==> src/design/plsc_pkg.sv <==
package plsc_pkg;

   localparam int CAPACITY = 32;
   localparam int IDX_W    = $clog2(CAPACITY);
   localparam int CNT_W    = $clog2(CAPACITY + 1);

   // fixed field widths of the transaction ports
   localparam int ACTION_W   = 3;
   localparam int VALUE_W    = 32;
   localparam int POSITION_W = 6;
   localparam int STATUS_W   = 2;
   localparam int COUNT_W    = 6;

   // compare width for position against occupancy + 1
   localparam int CMP_W = ((POSITION_W > CNT_W) ? POSITION_W : CNT_W) + 1;

   typedef enum logic [ACTION_W-1:0] {
      ACT_INS_FRONT = 3'd0,
      ACT_INS_END   = 3'd1,
      ACT_INS_POS   = 3'd2,
      ACT_DEL_FRONT = 3'd3,
      ACT_DEL_END   = 3'd4,
      ACT_DEL_POS   = 3'd5,
      ACT_DUMP      = 3'd6,
      ACT_COUNT     = 3'd7
   } action_type;

   typedef enum logic [STATUS_W-1:0] {
      ST_OK     = 2'd0,
      ST_BADPOS = 2'd1,
      ST_EMPTY  = 2'd2,
      ST_FULL   = 2'd3
   } status_type;

   typedef enum logic [1:0] {
      IDX_ZERO,
      IDX_END,
      IDX_POS
   } idx_sel_type;

   typedef enum logic [2:0] {
      PTR_HOLD,
      PTR_ZERO,
      PTR_ONE,
      PTR_LAST,
      PTR_POS,
      PTR_INC,
      PTR_DEC
   } ptr_sel_type;

   typedef enum logic [1:0] {
      WR_NONE,
      WR_UP,
      WR_DN,
      WR_PUT
   } wr_sel_type;

   typedef enum logic [1:0] {
      OCC_HOLD,
      OCC_INC,
      OCC_DEC
   } occ_op_type;

   typedef enum logic {
      OUT_RESULT,
      OUT_ELEM
   } out_sel_type;

   typedef struct packed {
      logic        load_idx;
      idx_sel_type idx_sel;
      logic        load_val;
      ptr_sel_type ptr_sel;
      wr_sel_type  wr_sel;
      occ_op_type  occ_op;
      logic        out_load;
      out_sel_type out_sel;
      status_type  status;
   } cmd_type;

   typedef struct packed {
      logic empty;
      logic one;
      logic full;
      logic ins_pos_ok;
      logic del_pos_ok;
      logic ins_at_tail;
      logic del_at_tail;
      logic ptr_at_idx;
      logic ptr_at_last;
      logic out_free;
   } stat_type;

endpackage

==> src/design/positional_list_store_core.sv <==
// ordered list of up to 32 signed 32-bit values, front at entry 0, one
// operation per request transaction: insert front, end or at a 1-based
// position, delete front, end or at a position, dump, count. every
// operation answers with one response transaction except a dump of a
// non-empty list, which sends one response per element, front first, with
// rsp_last on the final one. a request is taken only when the block is
// idle; count, bad position, empty, full and delete-end go straight to
// the response and insert-end writes first; all may wait on response
// stalls. a positional insert shifts the entries from the index up and a
// positional delete shifts them down, since the element memory moves one
// entry per cycle. a dump first points at the front, then delivers one
// element per cycle while the response side does not stall. no clearing
// pass after reset: only entries below the count are ever read
module positional_list_store_core import plsc_pkg::*; (
   input  logic                         clock,
   input  logic                         reset,
   // request channel
   input  logic                         req_valid,
   output logic                         req_stall,
   input  logic        [ACTION_W-1:0]   req_action,
   input  logic signed [VALUE_W-1:0]    req_value,
   input  logic        [POSITION_W-1:0] req_position,
   // response channel
   output logic                         rsp_valid,
   input  logic                         rsp_stall,
   output logic        [STATUS_W-1:0]   rsp_status,
   output logic signed [VALUE_W-1:0]    rsp_element,
   output logic        [COUNT_W-1:0]    rsp_count,
   output logic                         rsp_last
);

   // commands from the sequencer, status back from the datapath
   cmd_type  cmd;
   stat_type stat;

   // sequencer: decodes the action and steps the shift, put and dump loops
   plsc_ctrl u_ctrl (
      .clock      (clock),
      .reset      (reset),
      .req_valid  (req_valid),
      .req_action (req_action),
      .stat       (stat),
      .req_stall  (req_stall),
      .cmd        (cmd)
   );

   // datapath: element memory, occupancy, pointers and the response register
   plsc_datapath u_datapath (
      .clock        (clock),
      .reset        (reset),
      .cmd          (cmd),
      .req_value    (req_value),
      .req_position (req_position),
      .rsp_stall    (rsp_stall),
      .stat         (stat),
      .rsp_valid    (rsp_valid),
      .rsp_status   (rsp_status),
      .rsp_element  (rsp_element),
      .rsp_count    (rsp_count),
      .rsp_last     (rsp_last)
   );

endmodule

==> src/design/plsc_ctrl.sv <==
module plsc_ctrl import plsc_pkg::*; (
   input  logic                clock,
   input  logic                reset,
   input  logic                req_valid,
   input  logic [ACTION_W-1:0] req_action,
   input  stat_type            stat,
   output logic                req_stall,
   output cmd_type             cmd
);

   typedef enum logic [2:0] {
      S_IDLE,
      S_SHIFT_UP,
      S_SHIFT_DN,
      S_PUT,
      S_DUMP,
      S_RESP
   } state_type;

   state_type  state_ff, state_in;
   status_type st_ff, st_in;
   action_type action;

   assign action    = action_type'(req_action);
   assign req_stall = (state_ff != S_IDLE);

   always_comb begin
      state_in     = state_ff;
      st_in        = st_ff;
      cmd.load_idx = 1'b0;
      cmd.idx_sel  = IDX_ZERO;
      cmd.load_val = 1'b0;
      cmd.ptr_sel  = PTR_HOLD;
      cmd.wr_sel   = WR_NONE;
      cmd.occ_op   = OCC_HOLD;
      cmd.out_load = 1'b0;
      cmd.out_sel  = OUT_RESULT;
      cmd.status   = st_ff;

      unique case (state_ff)
         S_IDLE: begin
            if (req_valid) begin
               st_in        = ST_OK;
               state_in     = S_RESP;
               cmd.load_val = 1'b1;
               unique case (action)
                  ACT_INS_FRONT: begin
                     if (stat.full) begin
                        st_in = ST_FULL;
                     end else begin
                        cmd.load_idx = 1'b1;
                        cmd.idx_sel  = IDX_ZERO;
                        if (stat.empty) begin
                           state_in = S_PUT;
                        end else begin
                           cmd.ptr_sel = PTR_LAST;
                           state_in    = S_SHIFT_UP;
                        end
                     end
                  end
                  ACT_INS_END: begin
                     if (stat.full) begin
                        st_in = ST_FULL;
                     end else begin
                        cmd.load_idx = 1'b1;
                        cmd.idx_sel  = IDX_END;
                        state_in     = S_PUT;
                     end
                  end
                  ACT_INS_POS: begin
                     if (!stat.ins_pos_ok) begin
                        st_in = ST_BADPOS;
                     end else if (stat.full) begin
                        st_in = ST_FULL;
                     end else begin
                        cmd.load_idx = 1'b1;
                        cmd.idx_sel  = IDX_POS;
                        if (stat.ins_at_tail) begin
                           state_in = S_PUT;
                        end else begin
                           cmd.ptr_sel = PTR_LAST;
                           state_in    = S_SHIFT_UP;
                        end
                     end
                  end
                  ACT_DEL_FRONT: begin
                     if (stat.empty) begin
                        st_in = ST_EMPTY;
                     end else if (stat.one) begin
                        cmd.occ_op = OCC_DEC;
                     end else begin
                        cmd.ptr_sel = PTR_ONE;
                        state_in    = S_SHIFT_DN;
                     end
                  end
                  ACT_DEL_END: begin
                     if (stat.empty) begin
                        st_in = ST_EMPTY;
                     end else begin
                        cmd.occ_op = OCC_DEC;
                     end
                  end
                  ACT_DEL_POS: begin
                     if (!stat.del_pos_ok) begin
                        st_in = ST_BADPOS;
                     end else if (stat.del_at_tail) begin
                        cmd.occ_op = OCC_DEC;
                     end else begin
                        cmd.ptr_sel = PTR_POS;
                        state_in    = S_SHIFT_DN;
                     end
                  end
                  ACT_DUMP: begin
                     if (stat.empty) begin
                        st_in = ST_EMPTY;
                     end else begin
                        cmd.ptr_sel = PTR_ZERO;
                        state_in    = S_DUMP;
                     end
                  end
                  ACT_COUNT: begin
                     st_in = ST_OK;
                  end
                  default: begin
                     st_in = ST_OK;
                  end
               endcase
            end
         end
         S_SHIFT_UP: begin
            cmd.wr_sel = WR_UP;
            if (stat.ptr_at_idx) begin
               state_in = S_PUT;
            end else begin
               cmd.ptr_sel = PTR_DEC;
            end
         end
         S_SHIFT_DN: begin
            cmd.wr_sel = WR_DN;
            if (stat.ptr_at_last) begin
               cmd.occ_op = OCC_DEC;
               state_in   = S_RESP;
            end else begin
               cmd.ptr_sel = PTR_INC;
            end
         end
         S_PUT: begin
            cmd.wr_sel = WR_PUT;
            cmd.occ_op = OCC_INC;
            state_in   = S_RESP;
         end
         S_DUMP: begin
            if (stat.out_free) begin
               cmd.out_load = 1'b1;
               cmd.out_sel  = OUT_ELEM;
               if (stat.ptr_at_last) begin
                  state_in = S_IDLE;
               end else begin
                  cmd.ptr_sel = PTR_INC;
               end
            end
         end
         S_RESP: begin
            if (stat.out_free) begin
               cmd.out_load = 1'b1;
               cmd.out_sel  = OUT_RESULT;
               state_in     = S_IDLE;
            end
         end
         default: begin
            state_in = S_IDLE;
         end
      endcase
   end

   always_ff @(posedge clock) begin
      if (reset) begin
         state_ff <= S_IDLE;
      end else begin
         state_ff <= state_in;
      end
      st_ff <= st_in;
   end

endmodule

==> src/design/plsc_datapath.sv <==
module plsc_datapath import plsc_pkg::*; (
   input  logic                         clock,
   input  logic                         reset,
   input  cmd_type                      cmd,
   input  logic signed [VALUE_W-1:0]    req_value,
   input  logic        [POSITION_W-1:0] req_position,
   input  logic                         rsp_stall,
   output stat_type                     stat,
   output logic                         rsp_valid,
   output logic        [STATUS_W-1:0]   rsp_status,
   output logic signed [VALUE_W-1:0]    rsp_element,
   output logic        [COUNT_W-1:0]    rsp_count,
   output logic                         rsp_last
);

   logic [VALUE_W-1:0] mem [CAPACITY];

   logic [CNT_W-1:0]   occ_ff, occ_in;
   logic [IDX_W-1:0]   ptr_ff, ptr_in;
   logic [IDX_W-1:0]   idx_ff, idx_in;
   logic [IDX_W-1:0]   last_idx;
   logic [VALUE_W-1:0] val_ff;
   logic [VALUE_W-1:0] rd_data_ff;
   logic               wr_en;
   logic [IDX_W-1:0]   wr_addr;
   logic [VALUE_W-1:0] wr_data;
   logic [CMP_W-1:0]   pos_ext;
   logic [CMP_W-1:0]   occ_ext;

   logic                 rsp_valid_ff, rsp_valid_in;
   logic [STATUS_W-1:0]  rsp_status_ff;
   logic [VALUE_W-1:0]   rsp_element_ff;
   logic [COUNT_W-1:0]   rsp_count_ff;
   logic                 rsp_last_ff;

   assign last_idx = IDX_W'(occ_ff - 1'b1);
   assign pos_ext  = CMP_W'(req_position);
   assign occ_ext  = CMP_W'(occ_ff);

   assign stat.empty       = (occ_ff == '0);
   assign stat.one         = (occ_ff == CNT_W'(1));
   assign stat.full        = (occ_ext >= CMP_W'(CAPACITY));
   assign stat.ins_pos_ok  = (pos_ext != '0) && (pos_ext <= occ_ext + 1'b1);
   assign stat.del_pos_ok  = (pos_ext != '0) && (pos_ext <= occ_ext);
   assign stat.ins_at_tail = (pos_ext == occ_ext + 1'b1);
   assign stat.del_at_tail = (pos_ext == occ_ext);
   assign stat.ptr_at_idx  = (ptr_ff == idx_ff);
   assign stat.ptr_at_last = (ptr_ff == last_idx);
   assign stat.out_free    = !rsp_valid_ff || !rsp_stall;

   always_comb begin
      idx_in = idx_ff;
      if (cmd.load_idx) begin
         unique case (cmd.idx_sel)
            IDX_ZERO: idx_in = '0;
            IDX_END:  idx_in = IDX_W'(occ_ff);
            IDX_POS:  idx_in = IDX_W'(req_position - 1'b1);
            default:  idx_in = '0;
         endcase
      end
   end

   always_comb begin
      unique case (cmd.ptr_sel)
         PTR_HOLD: ptr_in = ptr_ff;
         PTR_ZERO: ptr_in = '0;
         PTR_ONE:  ptr_in = IDX_W'(1);
         PTR_LAST: ptr_in = last_idx;
         PTR_POS:  ptr_in = IDX_W'(req_position);
         PTR_INC:  ptr_in = ptr_ff + 1'b1;
         PTR_DEC:  ptr_in = ptr_ff - 1'b1;
         default:  ptr_in = ptr_ff;
      endcase
   end

   always_comb begin
      wr_en   = 1'b0;
      wr_addr = ptr_ff;
      wr_data = rd_data_ff;
      unique case (cmd.wr_sel)
         WR_NONE: wr_en = 1'b0;
         WR_UP: begin
            wr_en   = 1'b1;
            wr_addr = ptr_ff + 1'b1;
         end
         WR_DN: begin
            wr_en   = 1'b1;
            wr_addr = ptr_ff - 1'b1;
         end
         WR_PUT: begin
            wr_en   = 1'b1;
            wr_addr = idx_ff;
            wr_data = val_ff;
         end
         default: wr_en = 1'b0;
      endcase
   end

   always_comb begin
      unique case (cmd.occ_op)
         OCC_HOLD: occ_in = occ_ff;
         OCC_INC:  occ_in = occ_ff + 1'b1;
         OCC_DEC:  occ_in = occ_ff - 1'b1;
         default:  occ_in = occ_ff;
      endcase
   end

   // element store, read address is the next pointer so data tracks ptr_ff
   always_ff @(posedge clock) begin
      if (wr_en) begin
         mem[wr_addr] <= wr_data;
      end
      rd_data_ff <= mem[ptr_in];
   end

   always_ff @(posedge clock) begin
      if (reset) begin
         occ_ff <= '0;
      end else begin
         occ_ff <= occ_in;
      end
      ptr_ff <= ptr_in;
      idx_ff <= idx_in;
      if (cmd.load_val) begin
         val_ff <= req_value;
      end
   end

   // result register
   assign rsp_valid_in = cmd.out_load | (rsp_valid_ff & rsp_stall);

   always_ff @(posedge clock) begin
      if (reset) begin
         rsp_valid_ff <= 1'b0;
      end else begin
         rsp_valid_ff <= rsp_valid_in;
      end
      if (cmd.out_load) begin
         rsp_count_ff <= COUNT_W'(occ_ff);
         if (cmd.out_sel == OUT_ELEM) begin
            rsp_status_ff  <= ST_OK;
            rsp_element_ff <= rd_data_ff;
            rsp_last_ff    <= stat.ptr_at_last;
         end else begin
            rsp_status_ff  <= cmd.status;
            rsp_element_ff <= '0;
            rsp_last_ff    <= 1'b1;
         end
      end
   end

   assign rsp_valid   = rsp_valid_ff;
   assign rsp_status  = rsp_status_ff;
   assign rsp_element = rsp_element_ff;
   assign rsp_count   = rsp_count_ff;
   assign rsp_last    = rsp_last_ff;

endmodule
==> config.mk <==
export PLATFORM = sky130hd
export DESIGN_NAME = positional_list_store_core
export DESIGN_NICKNAME = d
export VERILOG_FILES = /design/src/design/plsc_pkg.sv /design/src/design/positional_list_store_core.sv /design/src/design/plsc_ctrl.sv /design/src/design/plsc_datapath.sv
export SDC_FILE = /design/constraint.sdc
export NUM_CORES = 1
export LEC_CHECK = 0
export ABC_CLOCK_PERIOD_IN_PS = 5500
export BUFFER_PORTS_ARGS = -buffer_cell sky130_fd_sc_hd__buf_4
export CAP_MARGIN = 20
export CORE_ASPECT_RATIO = 2
export CORE_MARGIN = 2
export CORE_UTILIZATION = 52
export CTS_CLUSTER_DIAMETER = 150
export DETAILED_ROUTE_END_ITERATION = 10
export PLACE_DENSITY = 0.72
export SYNTH_ARGS = -nofsm -noshare
export SYNTH_HDL_FRONTEND = slang
export SYNTH_SLANG_ARGS = --single-unit
==> constraint.sdc <==
create_clock -name clock -period 5.5 [get_ports clock]
set_input_delay 0.55 -clock clock [delete_from_list [all_inputs] [get_ports clock]]
set_output_delay 0.55 -clock clock [all_outputs]
set_load 0.01 [all_outputs]
==> flow_summary_export.csv <==
group,metric,value,unit
setup_path,critical_path.max_stage_delay,0.65,ns
power,p_per_area,688,nW/um^2
placed_design,port_buffers,87,
synth,synth_top_area_share,72.8,%
synth,synth_warnings,0,
detailed_routing,routed_wl,120000,microns
synth,ys_seq_area_share,74.9,%
clocking,path_clk_slew,0.08,ns
timing,max_freq,201,MHz
timing,maxSlewHeadroom,26.0,%
timing,slew_violations,0,
clocking,cts_resized,0,
synth,ys_seq_elements,1151,
final_layout,design_area,51400,sq um
floorplanning,start_util,52.4,%
synth,synth_fp_nets,2659,
final_layout,drive_gt1_share,19.4,%
power,ir_drop,0.000672,V
setup_path,crit_chain,"nand3_1 -> or3_1 -> xnor2_1 -> ha_1 -> nand3_1 -> o22ai_1 -> or3_4 -> a41oi_4 -> o211ai_2 -> nand2_8 -> buf_12 -> mux4_2 -> a22oi_1 -> nand4_1",
final_layout,final_core_util,59.2,%
floorplanning,die_x,213,microns
synth,syn_inst,2591,
detailed_routing,first_pass_iters,6,
timing,finalSetupViolCount,0,
grt,grt_max_degree,72,
synth,synth_area_per_cell,17.6,sq um
synth,ys_types,76,
final_layout,mostFrequentLayoutCell,"edfxtp_1",
final_layout,area_growth,12.9,%
final_layout,fillers,6304,
detailed_routing,drtIter0Drc,3200,
setup_path,cp.arrival,5.52,ns
synth,synthArstFlopShare,0,%
floorplanning,die_h,423,microns
flow_run,max_cap_violations,0,
final_layout,layout_common_cells,"edfxtp_1, nand2_1, mux2i_1, buf_4, mux4_2",
clocking,cts_buffers,95,
clocking,clock_path_buffers,3,
grt,grt_pass1_wl,172000,microns
detailed_routing,vias_per_cell,6.33,
clocking,clock_latency,0.72,ns
clocking,cts_max_level,3,
floorplanning,core_area,86900,sq um
timing,finalWorstSetupSlack,0.523,ns
grt,antenna_found_initial,1,
grt,grt_use_total,27.1,%
placed_design,place_ws,0.624,ns
timing,fin_worst_skew,0.0348,ns
clocking,clkSinkCount,1151,
setup_path,crit_path_frequent_cell,"nand3_1",
setup_path,cp-start-kind,"flip-flop",
timing,min_period,4.98,ns
timing,worst_pin_slew,1.10,ns
synth,yosys.area.top_type,"edfxtp_1",
timing,finalCritPeriodShare,90.5,%
synth,synth_edf_count,1104,
setup_path,end_kind,"flip-flop",
grt,grt_pass1_vias,26100,
timing,finalSetupTns,0,ns
setup_path,criticalPathCategory,"flip-flop to flip-flop",
timing,hold_ws,0.0366,ns
setup_path,cpMaxStageDelayCell,"dfxtp_1",
synth,synth_flop_cell,"edfxtp_1",
floorplanning,num_rows,153,
detailed_routing,drtAntennaViolNets,0,
synth,syn_area,45500,sq um
final_layout,final_nets,2817,
clocking,cts_tree,"yes",
floorplanning,ios,88,
detailed_routing,vias,25300,
grt,globalRouteOverflowTotal,0,
setup_path,critPathRequiredTime,6.04,ns
power,p_leak,17.1,nW
timing,hold_viol_final,0,
placed_design,postPlaceCellArea,48000,sq um
floorplanning,dieArea,90100,sq um
placed_design,gp_congestion,0.940,
min_path,hp-class,"primary input to flip-flop",
timing,rsz0062_at_grt,"false",
clocking,cts_root_buffer,"clkbuf_16",
placed_design,hpwl,70100,microns
synth,synthTopCellsByArea,"edfxtp_1, mux4_2, mux2i_1",
setup_path,crit_fanout,71,
detailed_routing,drc,0,
status,outcome,"complete, no violations",
detailed_routing,wl_per_cell,30.1,microns
## worst max-delay path: cells and delay by family, from the launching register on
family | cells | cell delay (ns)
DFF | 1 | 0.65
buffers and inverters | 1 | 0.41
adders and majority gates | 1 | 0.30
AOI/OAI and AO/OA | 4 | 0.98
xor gates and xnor gates | 1 | 0.15
muxes | 1 | 0.57
and+or+nand+nor | 6 | 1.65
## per-layer routing
layer	track usage, %	share of wire, %	vias up
met3	4.39	7.1	374
met1	30.8	34	13000
met2	47.9	53	1365
li1	-	-	10600
met5	0	0	-
met4	15.7	6.3	0
## power by group
| part | total, mW | switching [mW] | leakage (nW) | internal (mW) |
|---|---|---|---|---|
| clock | 6.87 | 3.18 | 1.53 | 3.69 |
| sequential | 13.0 | 0.545 | 10.4 | 12.5 |
| combinational | 15.5 | 10.0 | 5.16 | 5.43 |
## timing repair
action / CTS / global route
endpoints found under the hold margin: 30 / 0
endpoints found under the setup margin: 0 / 0
setup buffers: 0 / 0
hold buffers: 30 / 0
## path summary, 6_finish.rpt
check | from | cells past startpoint | end | slack [ns]
worst max-delay path | u_datapath.occ_ff[2] | 14 | u_datapath.rd_data_ff[12] | 0.52
worst min-delay path | req_value[11] | 1 | u_datapath.val_ff[11] | 0.04
worst max register to register | u_datapath.occ_ff[2] | 14 | u_datapath.rd_data_ff[12] | 0.52
worst min register to register | u_ctrl.st_ff[0] | 1 | u_datapath.rsp_status[0] | 0.56
## layout make-up
| class | instances | area (sq um) | share of cell area (%) |
|---|---|---|---|
| clock inverters | 65 | 678 | 1.32 |
| flip-flops and latches | 1151 | 34100 | 66.3 |
| diodes | 1 | 2.50 | 0.00487 |
| well taps | 1162 | 1450 | 2.83 |
| repair buffers | 214 | 1880 | 3.66 |
| multi-input cells | 1262 | 10800 | 20.9 |
| clock buffers | 113 | 2460 | 4.79 |
| inverters | 25 | 97.6 | 0.190 |
## synthesized netlist by cell type, types with 3 or more instances
cell type and n:
edfxtp_1 1104, nand2_1 292, mux2i_1 172, mux4_2 126
nand3_1 112, a32oi_1 96, buf_2 79, a22oi_1 72
nor2_1 70, dfxtp_1 47, and2_1 35, nand4_1 33
mux2_2 32, clkbuf_1 29, a21oi_1 27, ha_1 23
buf_4 21, buf_6 21, inv_1 21, nor3_1 17
xnor2_1 16, o21ai_0 14, xor2_1 11, or3_1 10
and3_1 8, o22ai_1 7, a211oi_1 5, a21o_1 5
nand2b_1 5, nand3b_1 5, nor2b_1 5, a221oi_1 4
a31oi_1 4, nor4_1 4, o211ai_1 4, nor3_2 3
## sequential cells by signal, indices dropped and copies added, names as in the netlist
register                flops
u_datapath.rsp_count        6
u_ctrl.st_ff                2
u_datapath.rsp_valid        1
u_ctrl.state_ff             3
u_datapath.ptr_ff           5
u_datapath.occ_ff           6
u_datapath.rd_data_ff      32
u_datapath.mem           1024
u_datapath.idx_ff           5
u_datapath.rsp_status       2
u_datapath.val_ff          32
u_datapath.rsp_last         1
u_datapath.rsp_element     32
## logic make-up after synthesis
family	synth area share, %
compound gates	4.53
xor+xnor	0.621
fa+ha+maj	0.632
buf+inv	2.21
flops	74.9
mux	10.8
simple gates	6.31
## metrics by stage
step | total power [mW] | std cells
global route | 36.7 | 3992
CTS | 35.4 | 3992
global placement | 28.1 | 3784
finish | 35.4 | 3993
detailed placement | 28.5 | 3784
floorplan | 23.4 | 2591
(Power assumes the default switching activity.)
